**src/sv/sgm_pkg.sv**
```systemverilog
`timescale 1ns / 1ps
// ----------------------------------------------------------------------------
// sgm_pkg - shared types and constants of the stereo gain mixer
// Widths, register indexes and the lane product bundle used by the lanes,
// the merge stage and the top level.
// ----------------------------------------------------------------------------
package sgm_pkg;

    // source and sample geometry
    localparam int MAX_SOURCES  = 4;
    localparam int SAMPLE_W     = 16;
    localparam int GAIN_W       = 16;
    localparam int MASK_W       = MAX_SOURCES;
    localparam int GAIN_SEL_W   = $clog2(MAX_SOURCES);
    localparam int FRAC_BITS    = 12;
    localparam int CLIP_W       = 2;

    // signed sample times unsigned gain fits in 32 bits, four of them in 34
    localparam int PROD_W       = SAMPLE_W + GAIN_W;
    localparam int SUM_W        = PROD_W + GAIN_SEL_W;
    localparam int SCALED_W     = SUM_W - FRAC_BITS;

    localparam logic [GAIN_W-1:0] GAIN_UNITY = GAIN_W'(4096);

    // stream payload widths, padded to whole bytes
    localparam int S_RAW_W      = 2 * MAX_SOURCES * SAMPLE_W + MASK_W;
    localparam int S_TDATA_W    = ((S_RAW_W + 7) / 8) * 8;
    localparam int M_RAW_W      = 2 * SAMPLE_W + CLIP_W;
    localparam int M_TDATA_W    = ((M_RAW_W + 7) / 8) * 8;

    // configuration register map
    localparam int CFG_ADDR_W   = 3;
    localparam int CFG_DATA_W   = GAIN_W;

    localparam logic [CFG_ADDR_W-1:0] REG_GAIN0  = CFG_ADDR_W'(0);
    localparam logic [CFG_ADDR_W-1:0] REG_GAIN1  = CFG_ADDR_W'(1);
    localparam logic [CFG_ADDR_W-1:0] REG_GAIN2  = CFG_ADDR_W'(2);
    localparam logic [CFG_ADDR_W-1:0] REG_GAIN3  = CFG_ADDR_W'(3);
    localparam logic [CFG_ADDR_W-1:0] REG_ENABLE = CFG_ADDR_W'(4);

    // clipped flag bits
    localparam int CLIP_RIGHT   = 0;
    localparam int CLIP_LEFT    = 1;

    // weighted right/left pair from one lane
    typedef struct packed {
        logic signed [PROD_W-1:0] right;
        logic signed [PROD_W-1:0] left;
    } t_lane_prod;

endpackage

```
**src/sv/sgm_lane.sv**
```systemverilog
`timescale 1ns / 1ps
// ----------------------------------------------------------------------------
// sgm_lane - gain multiply for one source
// Multiplies the right and left sample by the source gain and registers the
// products; an inactive source contributes zero.
// ----------------------------------------------------------------------------
module sgm_lane
    import sgm_pkg::*;
(
    input  logic                       i_clk,
    input  logic                       i_en,
    input  logic                       i_active,
    input  logic signed [SAMPLE_W-1:0] i_right,
    input  logic signed [SAMPLE_W-1:0] i_left,
    input  logic        [GAIN_W-1:0]   i_gain,
    output t_lane_prod                 o_prod
);

    logic signed [GAIN_W:0]   w_gain;
    logic signed [PROD_W:0]   w_prod_r;
    logic signed [PROD_W:0]   w_prod_l;
    t_lane_prod               n_prod;
    t_lane_prod               r_prod;

    // gain is unsigned: widen with a zero sign bit
    assign w_gain   = $signed({1'b0, i_gain});
    assign w_prod_r = i_right * w_gain;
    assign w_prod_l = i_left * w_gain;

    // product range stays inside PROD_W signed bits
    always_comb begin
        n_prod.right = i_active ? w_prod_r[PROD_W-1:0] : '0;
        n_prod.left  = i_active ? w_prod_l[PROD_W-1:0] : '0;
    end

    always_ff @(posedge i_clk) begin
        if (i_en) begin
            r_prod <= n_prod;
        end
    end

    assign o_prod = r_prod;

endmodule

```
**config.mk**
```make
export PLATFORM = sky130hd
export DESIGN_NAME = sgm_lane
export DESIGN_NICKNAME = d
export VERILOG_FILES = /design/src/sv/sgm_pkg.sv /design/src/sv/sgm_lane.sv
export SDC_FILE = /design/constraint.sdc
export NUM_CORES = 1
export LEC_CHECK = 0
export ABC_AREA = 1
export BUFFER_PORTS_ARGS = -buffer_cell sky130_fd_sc_hd__buf_2
export CORE_ASPECT_RATIO = 0.5
export CORE_UTILIZATION = 39
export CTS_CLUSTER_DIAMETER = 80
export CTS_CLUSTER_SIZE = 25
export DETAILED_ROUTE_END_ITERATION = 10
export MAX_ROUTING_LAYER = met4
export PLACE_DENSITY = 0.54
export SETUP_SLACK_MARGIN = 0.2
export SLEW_MARGIN = 20
export SYNTH_ARGS = -nofsm -noshare
export SYNTH_HDL_FRONTEND = slang
export SYNTH_SLANG_ARGS = --single-unit
```
**constraint.sdc**
```tcl
create_clock -name i_clk -period 12.64 [get_ports i_clk]
set_input_delay 1.896 -clock i_clk [delete_from_list [all_inputs] [get_ports i_clk]]
set_output_delay 1.896 -clock i_clk [all_outputs]
set_load 0.005 [all_outputs]
```
-- Yosys cells after proc, flatten, opt, wreduce, memory -nomap -nowiden
Cells that the tools add are included.
- register bits after elaboration: 64
- output and inout port bits: 64
- logic and storage cells: 4
- input port bits: 51
- $mul: 2
- operators with widths (operator ; number):
    $mul 16x17->32 ; 2

-- Longest topological paths before layout
- depth in word-level cells: 1
- gate-level depth with buffers: 26
- depth with buffers taken out: 24

-- Worst setup path before layout
Ideal clock, no wire load.
- path type: input to register
- from: in i_left[1]
- to: reg r_prod (netlist bit o_prod[21]), data pin
- setup slack: 5708 ps
- setup time: 257 ps
- arrival: 6675 ps
- required time: 12383 ps
- cell stages on the path: 21
- path buffers: 2
- cell sequence: clkbuf_1 -> clkbuf_1 -> nand2_1 -> fa_1 -> fa_1 -> fa_1 -> fa_1 -> inv_1 -> fa_1 -> inv_1 -> fa_1 -> inv_1 -> ha_1 -> nand2_2 -> inv_1 -> a21oi_2 -> nand3_2 -> nand2_1 -> nand2_1 -> o21ai_0 -> nor2_1
- word-level cells in the longest chain between the ends: 1
- ends and longest elaborated chain (element ; line ; source):
    start: declaration ; sgm_lane.sv:14 ; input logic signed [SAMPLE_W-1:0] i_left,
    $mul 16x17->32 ; sgm_lane.sv:28 ; assign w_prod_l = i_left * w_gain;
    end signal: assignment ; sgm_lane.sv:38 ; r_prod <= n_prod;
    end: declaration ; sgm_lane.sv:23 ; t_lane_prod r_prod;
Every way passes these cells.
A chain may end at the register's enable or synchronous reset.

-- Final worst setup path
- from: in i_gain[6]
- to: reg r_prod (netlist bit o_prod[49]), data pin
- word-level cells in the longest chain between the ends: 1
- ends and longest elaborated chain (element ; line ; source):
    start: declaration ; sgm_lane.sv:15 ; input logic [GAIN_W-1:0] i_gain,
    $mul 16x17->32 ; sgm_lane.sv:27 ; assign w_prod_r = i_right * w_gain;
Every way passes these cells.

==> results.yml <==
synthesis:
  synth_cells: 2882
  synthXorXnorAreaFrac_pct: 0.492
  edff_count_synth: 64
  synth.yosys.seq_area_share_pct: 9.00
  synth_seq_cells: 64
  syn_area_um2: 21300
  post_synth_fa_ha_maj_area_fraction_pct: 50.1
  syn-num-nets: 3555
  post-synth-top-area-fraction_pct: 36.4
  main_combinational_cell_family_by_area_after_synthesis: "adder cells"
  synth.yosys.warnings: 0
  synthTopCellsByCount: "884 x sky130_fd_sc_hd__inv_1, 852 x sky130_fd_sc_hd__nand2_1, 388 x sky130_fd_sc_hd__fa_1"
  synth.distinct_cells: 31
  post_synthesis_share_of_cell_area_spent_on_and_or_nand_and_nor_gates_pct: 19.7
  yosys.cell_count.top_type: "sky130_fd_sc_hd__inv_1"
  synth_top_area_cell: "sky130_fd_sc_hd__fa_1"
  yosys-top-cells-area: "sky130_fd_sc_hd__fa_1 36%, sky130_fd_sc_hd__inv_1 16%, sky130_fd_sc_hd__nand2_1 15%, sky130_fd_sc_hd__ha_1 14%, sky130_fd_sc_hd__edfxtp_1 9.0%"
  synth_top_flop_cell: "sky130_fd_sc_hd__edfxtp_1"
  synth_compound_area_share_pct: 2.98
  synthMuxAreaShare_pct: 0
  avgSynthCellArea_um2: 7.41
  async_flop_share_pct: 0
grt:
  largest_net_degree_at_the_start_of_global_routing: 65
  first_pass_grt_wire_length_mm: 99.7
  grt_pass1_vias: 17207
  globalRoute.totalOverflow: 0
  initial_antenna_violation_count: 1
  track_usage_pct: 24.0
finish:
  final_util_pct: 42.1
  largest_reg_flops: 64
  area_growth_syn_to_layout_pct: 6.43
  insertedDiodeCount: 0
  design.final.nets: 3571
  finalNonFillerCells: 3616
  drive_gt1_share_pct: 6.06
cts:
  post_cts_buffers: 0
  cts_max_path_buffers: 2
  clock_pin_transition_on_the_worst_setup_and_hold_timing_paths_ns: 0.06
  cts_sinks: 64
  cts-root-buf: "sky130_fd_sc_hd__clkbuf_16"
  h-tree-depth: 3
  cts_inserted_buffers: 9
  clock_tree_from_tritoncts: "built"
  post_cts_resized: 0
  post_cts_hold_buffer_count: 0
die:
  io_pins: 115
  die_h_um: 167
  design.die.area_um2: 55700
  initial_utilization_pct: 39.6
  placeableCoreArea_um2: 53900
  std_cell_rows: 60
  die_w_um: 333
routing:
  final_antenna_net_count: 0
  dr.first_iter.drc_count: 1356
  vias: 17085
  totalWireLength_mm: 61.9
  drc_violations_left: 0
  first_pass_iters: 5
  routed_via_density: 4.72
  routedWlPerCell_um: 17.1
worst_setup_path:
  crit_cells: 22
  cpPeakStageDelay_ns: 0.72
  cell_repeated_most_along_the_worst_path: "sky130_fd_sc_hd__fa_1"
  cpMaxStageDelayCell: "sky130_fd_sc_hd__buf_2"
  required_ns: 12.75
  critPathBufInv: 7
  crit_fanout: 32
  crit_type: "input port to flip-flop"
  critPathTopFamily: "adder cells"
  crit_path_cell_trace: "buf_2 -> nand2_1 -> fa_1 -> inv_1 -> fa_1 -> inv_1 -> fa_1 -> inv_1 -> fa_1 -> fa_1 -> inv_1 -> fa_1 -> inv_1 -> ha_1 -> nand2_2 -> inv_2 -> nand2_2 -> nor3_1 -> nand2_1 -> nand2_1 -> o21ai_1 -> a21oi_1"
  setup.worst_path.end_class: "flip-flop"
  cp_data_arrival_time_ns: 7.79
  startpoint_type: "input port"
sta:
  finalHoldViolCount: 0
  max_slew_headroom_pct: 35.7
  max_clock_freq_mhz: 130
  layout_worst_path_cycle_share_pct: 60.7
  worst_slew_pin_slew_ns: 0.964
  maxSlewViolCount: 0
  finalWorstPathRequiredPeriod_ns: 7.68
  fin_setup_tns_ns: 0
  setup-violations-final: 0
  rsz0062_at_grt: "false"
worst_hold_path:
  worstHoldPathType: "input port to flip-flop"
  timing.hold.worst_endpoint: "o_prod[32]"
  whs_path_depth: 3
  hold_path_startpoint: "i_right[0]"
place:
  dpl.hpwl_mm: 48.3
  cell_total_after_placement: 3600
  place.port_buffers: 114
  gp_routability_congestion: 0.899
run_status:
  status: "finished clean"
run:
  max_cap_check_violation_count: 0
## stage by stage
step / hold WS (ns) / setup WS (ns) / instance area, um2
after floorplan: 2.01 / 5.71 / 21300
after global routing: 2.13 / 4.74 / 22700
after detailed placement: 2.29 / 4.75 / 22400
after global placement: 2.29 / 4.67 / 22400
final: 2.09 / 4.96 / 22700
after CTS: 2.08 / 5.04 / 22700
## metal layers
metal / routed length, um / part of all wire, % / GRT usage, % / up-vias
met3: 4830 / 7.8 / 3.56 / 30
met1: 32800 / 53 / 38.5 / 8357
met4: 478 / 0.77 / 2.81 / 0
li1: - / - / - / 8195
met2: 23800 / 38 / 31.8 / 503
met5: 0 / 0 / - / -
## placed cells by master, fill, tap and decap left out, types with 5 or more instances in the layout
cell type,instances
sky130_fd_sc_hd__buf_2,114
sky130_fd_sc_hd__nand2_1,852
sky130_fd_sc_hd__buf_4,8
sky130_fd_sc_hd__nor3_1,14
sky130_fd_sc_hd__clkbuf_16,9
sky130_fd_sc_hd__nand4_1,5
sky130_fd_sc_hd__fa_1,388
sky130_fd_sc_hd__edfxtp_1,64
sky130_fd_sc_hd__nand3_2,8
sky130_fd_sc_hd__nor2_1,116
sky130_fd_sc_hd__o21ai_0,23
sky130_fd_sc_hd__nand3_1,41
sky130_fd_sc_hd__o21bai_1,6
sky130_fd_sc_hd__a21oi_1,72
sky130_fd_sc_hd__xnor2_1,8
sky130_fd_sc_hd__nor2_2,6
sky130_fd_sc_hd__inv_1,884
sky130_fd_sc_hd__ha_1,234
sky130_fd_sc_hd__nand2_2,14
## cell type report
class	count	area (um2)
Fill cell	5609	31200
Multi-Input combinational cell	1813	15600
Inverter	888	3330
Sequential cell	64	1920
Tap cell	713	892
Timing Repair Buffer	122	631
Clock buffer	9	225
Clock inverter	7	70.1
## kinds of logic (layout without fill, tap and decap cells)
group	count (synthesis)	after routing
flops	64	64
compound gates	116	116
simple gates	1063	1063
fa+ha+maj	622	622
xor+xnor	12	12
buf+inv	1005	1026
## how the worst max path moves through the flow
stage,slack (ns),startpoint,to
CTS,5.04,i_gain[6],o_prod[49]
floorplan,5.71,i_left[1],o_prod[21]
global route,4.74,i_gain[7],o_prod[26]
global placement,4.67,i_gain[7],o_prod[49]
detailed placement,4.75,i_gain[6],o_prod[49]
finish,4.96,i_gain[6],o_prod[49]
Power is left out: the tool's default activity adds up to more than one toggle a clock period on the data nets, which glitch-free logic cannot reach.
