===== src/sv/sgm_pkg.sv =====
`timescale 1ns / 1ps
// ----------------------------------------------------------------------------
// sgm_pkg - shared types and constants of the stereo gain mixer
// Widths, register indexes and the lane product bundle used by the lanes,
// the merge stage and the top level.
// ----------------------------------------------------------------------------
package sgm_pkg;

    // source and sample geometry
    localparam int MAX_SOURCES  = 4;
    localparam int SAMPLE_W     = 16;
    localparam int GAIN_W       = 16;
    localparam int MASK_W       = MAX_SOURCES;
    localparam int GAIN_SEL_W   = $clog2(MAX_SOURCES);
    localparam int FRAC_BITS    = 12;
    localparam int CLIP_W       = 2;

    // signed sample times unsigned gain fits in 32 bits, four of them in 34
    localparam int PROD_W       = SAMPLE_W + GAIN_W;
    localparam int SUM_W        = PROD_W + GAIN_SEL_W;
    localparam int SCALED_W     = SUM_W - FRAC_BITS;

    localparam logic [GAIN_W-1:0] GAIN_UNITY = GAIN_W'(4096);

    // stream payload widths, padded to whole bytes
    localparam int S_RAW_W      = 2 * MAX_SOURCES * SAMPLE_W + MASK_W;
    localparam int S_TDATA_W    = ((S_RAW_W + 7) / 8) * 8;
    localparam int M_RAW_W      = 2 * SAMPLE_W + CLIP_W;
    localparam int M_TDATA_W    = ((M_RAW_W + 7) / 8) * 8;

    // configuration register map
    localparam int CFG_ADDR_W   = 3;
    localparam int CFG_DATA_W   = GAIN_W;

    localparam logic [CFG_ADDR_W-1:0] REG_GAIN0  = CFG_ADDR_W'(0);
    localparam logic [CFG_ADDR_W-1:0] REG_GAIN1  = CFG_ADDR_W'(1);
    localparam logic [CFG_ADDR_W-1:0] REG_GAIN2  = CFG_ADDR_W'(2);
    localparam logic [CFG_ADDR_W-1:0] REG_GAIN3  = CFG_ADDR_W'(3);
    localparam logic [CFG_ADDR_W-1:0] REG_ENABLE = CFG_ADDR_W'(4);

    // clipped flag bits
    localparam int CLIP_RIGHT   = 0;
    localparam int CLIP_LEFT    = 1;

    // weighted right/left pair from one lane
    typedef struct packed {
        logic signed [PROD_W-1:0] right;
        logic signed [PROD_W-1:0] left;
    } t_lane_prod;

endpackage


===== src/sv/sgm_merge.sv =====
`timescale 1ns / 1ps
// ----------------------------------------------------------------------------
// sgm_merge - lane sum, Q12 scale-down and saturation
// Adds the lane products per channel, floors by 2^FRAC_BITS and clamps to
// signed 16 bits, flagging each channel that was clamped.
// ----------------------------------------------------------------------------
module sgm_merge
    import sgm_pkg::*;
#(
    parameter int SOURCE_COUNT = MAX_SOURCES
)
(
    input  t_lane_prod                 i_prod [SOURCE_COUNT],
    output logic signed [SAMPLE_W-1:0] o_right,
    output logic signed [SAMPLE_W-1:0] o_left,
    output logic        [CLIP_W-1:0]   o_clipped
);

    localparam logic signed [SCALED_W-1:0] SAT_MAX = SCALED_W'(32767);
    localparam logic signed [SCALED_W-1:0] SAT_MIN = -SCALED_W'(32768);

    logic signed [SUM_W-1:0]    w_sum_r;
    logic signed [SUM_W-1:0]    w_sum_l;
    logic signed [SCALED_W-1:0] w_q_r;
    logic signed [SCALED_W-1:0] w_q_l;

    // channel sums across the lanes
    always_comb begin
        w_sum_r = '0;
        w_sum_l = '0;
        for (int k = 0; k < SOURCE_COUNT; k++) begin
            w_sum_r = w_sum_r + SUM_W'(i_prod[k].right);
            w_sum_l = w_sum_l + SUM_W'(i_prod[k].left);
        end
    end

    // arithmetic shift: drop the fraction bits
    assign w_q_r = w_sum_r[SUM_W-1:FRAC_BITS];
    assign w_q_l = w_sum_l[SUM_W-1:FRAC_BITS];

    // clamp right
    always_comb begin
        o_clipped = '0;
        if (w_q_r > SAT_MAX) begin
            o_right               = SAT_MAX[SAMPLE_W-1:0];
            o_clipped[CLIP_RIGHT] = 1'b1;
        end else if (w_q_r < SAT_MIN) begin
            o_right               = SAT_MIN[SAMPLE_W-1:0];
            o_clipped[CLIP_RIGHT] = 1'b1;
        end else begin
            o_right               = w_q_r[SAMPLE_W-1:0];
        end
        // clamp left
        if (w_q_l > SAT_MAX) begin
            o_left                = SAT_MAX[SAMPLE_W-1:0];
            o_clipped[CLIP_LEFT]  = 1'b1;
        end else if (w_q_l < SAT_MIN) begin
            o_left                = SAT_MIN[SAMPLE_W-1:0];
            o_clipped[CLIP_LEFT]  = 1'b1;
        end else begin
            o_left                = w_q_l[SAMPLE_W-1:0];
        end
    end

endmodule


===== config.mk =====
export PLATFORM = sky130hd
export DESIGN_NAME = sgm_merge
export DESIGN_NICKNAME = d
export VERILOG_FILES = /design/src/sv/sgm_pkg.sv /design/src/sv/sgm_merge.sv
export SDC_FILE = /design/constraint.sdc
export NUM_CORES = 1
export LEC_CHECK = 0
export ABC_AREA = 1
export ABC_CLOCK_PERIOD_IN_PS = 7200
export BUFFER_PORTS_ARGS = -buffer_cell sky130_fd_sc_hd__buf_4
export CORE_ASPECT_RATIO = 2
export CORE_MARGIN = 10
export CORE_UTILIZATION = 48
export DETAILED_ROUTE_END_ITERATION = 8
export PLACE_DENSITY_LB_ADDON = 0.12
export SYNTH_ARGS = -nofsm -noshare
export SYNTH_HDL_FRONTEND = slang
export SYNTH_SLANG_ARGS = --single-unit

===== constraint.sdc =====
create_clock -name vclk -period 7.2
set_input_delay 2.16 -clock vclk [all_inputs]
set_output_delay 2.16 -clock vclk [all_outputs]
set_load 0.01 [all_outputs]

### After elaboration in Yosys (flattened, before gate mapping)

Cells that the tools add are included.

| storage, ports and cells | value |
|---|---|
| output and inout port bits | 34 |
| flip-flop bits (word level) | 0 |

| operators by class | value |
|---|---|
| $lt $le $gt $ge | 4 |
| add/sub/neg operators | 6 |
| mux-type cells | 8 |

Operators by type and width:

| kind | number |
|---|---|
| adder 33 x 32 -> 34 bit | 2 |
| adder 34 x 32 -> 34 bit | 2 |
| adder 32 x 32 -> 33 bit | 2 |
| 2-to-1 mux 16 bit | 4 |
| greater-than comparator 22 x 16 -> 1 bit (second input constant) | 2 |
| < comparator 22 x 16 -> 1 bit (second input constant) | 2 |
| 2-to-1 mux 1 bit | 4 |

### Logic depth before layout (Yosys ltp)

| depth | value |
|---|---|
| depth in word-level cells | 6 |
| mapped depth | 24 |

### Worst setup path before layout

OpenSTA, ideal clock, no wires.

| timing path | value |
|---|---|
| kind | input to output |
| start point | input port i_prod[19] (netlist bit) |
| end point | output port o_left[10] |
| cell stages on the path | 19 |
| arrival time | 4.938 ns |
| path buffers | 1 |
| setup slack | 0.102 ns |
| cell sequence | inv_1 > fa_1 > fa_1 > inv_1 > ha_1 > nand2_1 > inv_1 > a21oi_1 > o21ai_0 > a21oi_1 > nand2_1 > nand2_1 > nand3_1 > nor2_2 > nand3_2 > nand2_4 > buf_6 > nand2_1 > nand2_1 |

| between the ends | value |
|---|---|
| cells in the longest elaborated chain, start to end | 4 |

Ends and longest elaborated chain:

| what | RTL line | source |
|---|---|---|
| from (decl) | sgm_merge.sv:13 | `input t_lane_prod i_prod [SOURCE_COUNT],` |
| adder 34 x 32 -> 34 bit (*) | sgm_merge.sv:33 | `w_sum_l = w_sum_l + SUM_W'(i_prod[k].left);` |
| < comparator 22 x 16 -> 1 bit | sgm_merge.sv:57 | `end else if (w_q_l < SAT_MIN) begin` |
| 2-to-1 mux 16 bit | sgm_merge.sv:57 |  |
| 2-to-1 mux 16 bit (*) | sgm_merge.sv:54 | `if (w_q_l > SAT_MAX) begin` |
| to (decl) | sgm_merge.sv:15 | `output logic signed [SAMPLE_W-1:0] o_left,` |

Mark *: on every way between the ends. The rest lies on a longest branch, timed or not.

### Final worst setup path

| timing path | value |
|---|---|
| start point | input port i_prod[147] (netlist bit) |
| end point | output port o_left[6] |

| between the ends | value |
|---|---|
| cells in the longest elaborated chain, start to end | 6 |

Ends and longest elaborated chain:

| what | RTL line |
|---|---|
| adder 32 x 32 -> 33 bit (*) | sgm_merge.sv:33 |
| adder 33 x 32 -> 34 bit (*) | sgm_merge.sv:33 |
| adder 34 x 32 -> 34 bit (*) | sgm_merge.sv:33 |
| < comparator 22 x 16 -> 1 bit | sgm_merge.sv:57 |
| 2-to-1 mux 16 bit | sgm_merge.sv:57 |
| 2-to-1 mux 16 bit (*) | sgm_merge.sv:54 |

Marks and branches as above.

==> impl_metrics.csv <==
group,metric,value,unit
status,status,"finished, violations left",
status,violations,"negative setup slack",
timing,hold_viol,0,
grt,overflow,0,
drt,drt-initial-drc-count,433,
drt,vias,9945,
pwr,peakVddDrop,243.2,uV
worst_setup_path,cp_max_fo,8,
place,place.gp.congestion,0.9591,
worst_hold_path,hp-class,"in -> out",
worst_setup_path,end_kind,"primary output",
logic_synthesis,seq_area_frac_synth,0,
logic_synthesis,syn-num-nets,1708,
clocking,cts_hold_buffers,0,
worst_hold_path,hold_start,"i_prod[223]",
timing,period_needed,7.704,ns
pwr,total_power,0.004808,W
die,die_area,22610,sq um
worst_setup_path,worstSetupStartpointType,"input port",
drt,drc,0,
place,hpwl,23840,microns
worst_setup_path,path_cells,"buf_4, inv_1, fa_1, fa_1, inv_1, ha_4, nand2_2, buf_4, nor2_4, nand2_1, nor2_1, nand2_1, nand2_1, nand2_1, nand2_2, and2_4, nand3_4, nand2_4, clkbuf_16, nand2_2, buf_6",
die,num_rows,66,
worst_hold_path,min_to,"o_left[15]",
place,post-place-ws,-0.3707,ns
layout,num-nets-final,2176,
worst_setup_path,cp.required,5.04,ns
die,core-area,16350,sq um
job,max_cap_viol_count,0,
worst_setup_path,cp_common_cell,"nand2_1",
layout,drive_gt1_frac,0.5324,
worst_setup_path,cpPeakStageDelay,0.52,ns
die,die_w,111.4,microns
logic_synthesis,synth_top_area_cell,"fa_1",
logic_synthesis,synth-simple-area-share,0.2528,
timing,rsz0062_at_grt,"yes",
timing,final_max_slew_viol_count,0,
grt,grt_pass1_vias,9938,
logic_synthesis,synthTopCellsByArea,"fa_1, inv_1, nand2_1",
pwr,p_per_area,336.9,nW/um^2
timing,tightestPinTransition,0.4365,ns
grt,grt_max_degree,17,
logic_synthesis,synthMuxAreaShare,0,
die,top_level_ports,290,
logic_synthesis,synth_top_family_by_area,"adder cells",
drt,detail-route-antenna-nets,0,
place,io_buffers,290,
logic_synthesis,syn_inst,1262,
logic_synthesis,synth_adder_area_share,0.4158,
logic_synthesis,syn_area_per_cell,6.361,sq um
timing,timing.final.crit_share,1.070,
logic_synthesis,ys_types,35,
timing,setup_viol,34,
pwr,power_leakage,7.758,nW
layout,fill_cells,913,
layout,register_area,0,sq um
layout,antenna_cells,0,
logic_synthesis,synth_xor_area_frac,0.03694,
layout,seq_cell_count,0,
timing,slew_headroom,0.7069,
drt,routed_wl,33410,microns
logic_synthesis,yosysTopAreaCellShare,0.3192,
grt,grt_pass1_wl,45540,microns
logic_synthesis,yosys_warnings,0,
die,start_util,0.4910,
timing,worst_slack,-0.5042,ns
grt,grt.total_usage,0.2381,
worst_setup_path,arrival,5.54,ns
drt,avgViaCountPerCell,5.148,
timing,fmax,129.8,MHz
layout,area_delta_synth_final,77.79,%
worst_setup_path,criticalPathCategory,"in -> out",
worst_setup_path,cpMaxStageDelayCell,"fa_1",
logic_synthesis,synth-compound-area-share,0.08339,
die,die_height,202.9,microns
grt,antenna_found_initial,0,
timing,fin_tns_setup,-13.74,ns
logic_synthesis,syn-cell-area,8028,sq um
worst_hold_path,holdPathStages,8,
layout,clock_buffers,0,
drt,first_pass_iters,7,
drt,wl_per_cell,17.29,microns
[timing repair]
item	CTS	global route
gates resized for setup	205	385
pin swaps	112	150
cloned	2	2
setup buffers	18	22
setup endpoints to repair	34	34
[critical path: cells and delay by family]
family / cells / cell delay (ns)
adders and majority gates: 3 / 1.31
buffers and inverters: 6 / 0.69
and+or+nand+nor: 12 / 1.37
[power by group]
group	switching [W]	leakage [nW]	internal [W]	total, W
logic	0.00256	7.76	0.00225	0.00481
clock network	0	0	0	0
registers	0	0	0	0
total	0.00256	7.76	0.00225	0.00481
[how the worst max path moves through the flow]
stage	endpoint	from	cells past startpoint	slack, ns
2_1_floorplan	o_left[10]	i_prod[19]	19	0.10
3_3_place_gp	o_right[6]	i_prod[49]	19	-0.37
4_1_cts	o_right[6]	i_prod[186]	20	-0.25
6_report	o_left[6]	i_prod[147]	21	-0.50
5_1_grt	o_left[6]	i_prod[147]	21	-0.65
3_5_place_dp	o_right[6]	i_prod[49]	19	-0.37
[cells in the final DEF (no fill, tap or decap), types with 21 or more instances in the layout]
| cell | instances |
|---|---|
| buf_4 | 411 |
| nor2_1 | 33 |
| inv_2 | 59 |
| nor2_2 | 21 |
| buf_6 | 50 |
| nand2_1 | 152 |
| inv_1 | 370 |
| nand2_4 | 42 |
| a21oi_2 | 38 |
| fa_1 | 127 |
| nand2_2 | 128 |
| ha_4 | 58 |
| a21oi_1 | 21 |
| nor2_4 | 27 |
[through the flow]
stage	utilization	instances	hold slack, ns	area, sq um
2_1_floorplan	-	1262	4.774	8028
3_3_place_gp	0.7013	1890	5.144	11470
3_5_place_dp	0.7013	1890	5.147	11470
4_1_cts	0.7775	1909	5.215	12710
5_1_grt	0.8729	1932	5.311	14270
6_report	0.8729	1932	5.243	14270
[layer usage]
layer | part of all wire | up-vias | track usage
met5 | 0 | - | 0
li1 | - | 4573 | -
met4 | 0.062 | 0 | 0.05812
met1 | 0.31 | 4737 | 0.2205
met2 | 0.57 | 476 | 0.5084
met3 | 0.056 | 159 | 0.03307
[cells in the mapped netlist, drive strengths merged (4+ instances only)]
master	number
buf	4
a31oi	5
o21ai	25
nor2	81
xnor2	13
a21oi	71
xor2	20
inv	437
a21o	7
nand3	39
fa	128
ha	62
nor4	9
nor3	10
nand2	325
o21bai	9
[cell families after synthesis]
family | Yosys count
xor gates and xnor gates | 33
buffers and inverters | 441
and+or+nand+nor | 476
AOI/OAI and AO/OA | 122
adders and majority gates | 190
[layout make-up]
type | count | area, sq um | share of cell area
multi-input cells | 823 | 8561 | 0.5998
repair buffers | 468 | 3794 | 0.2658
inverters | 437 | 1663 | 0.1165
well taps | 204 | 255.2 | 0.01788
Power figures use the tool's default switching activity.
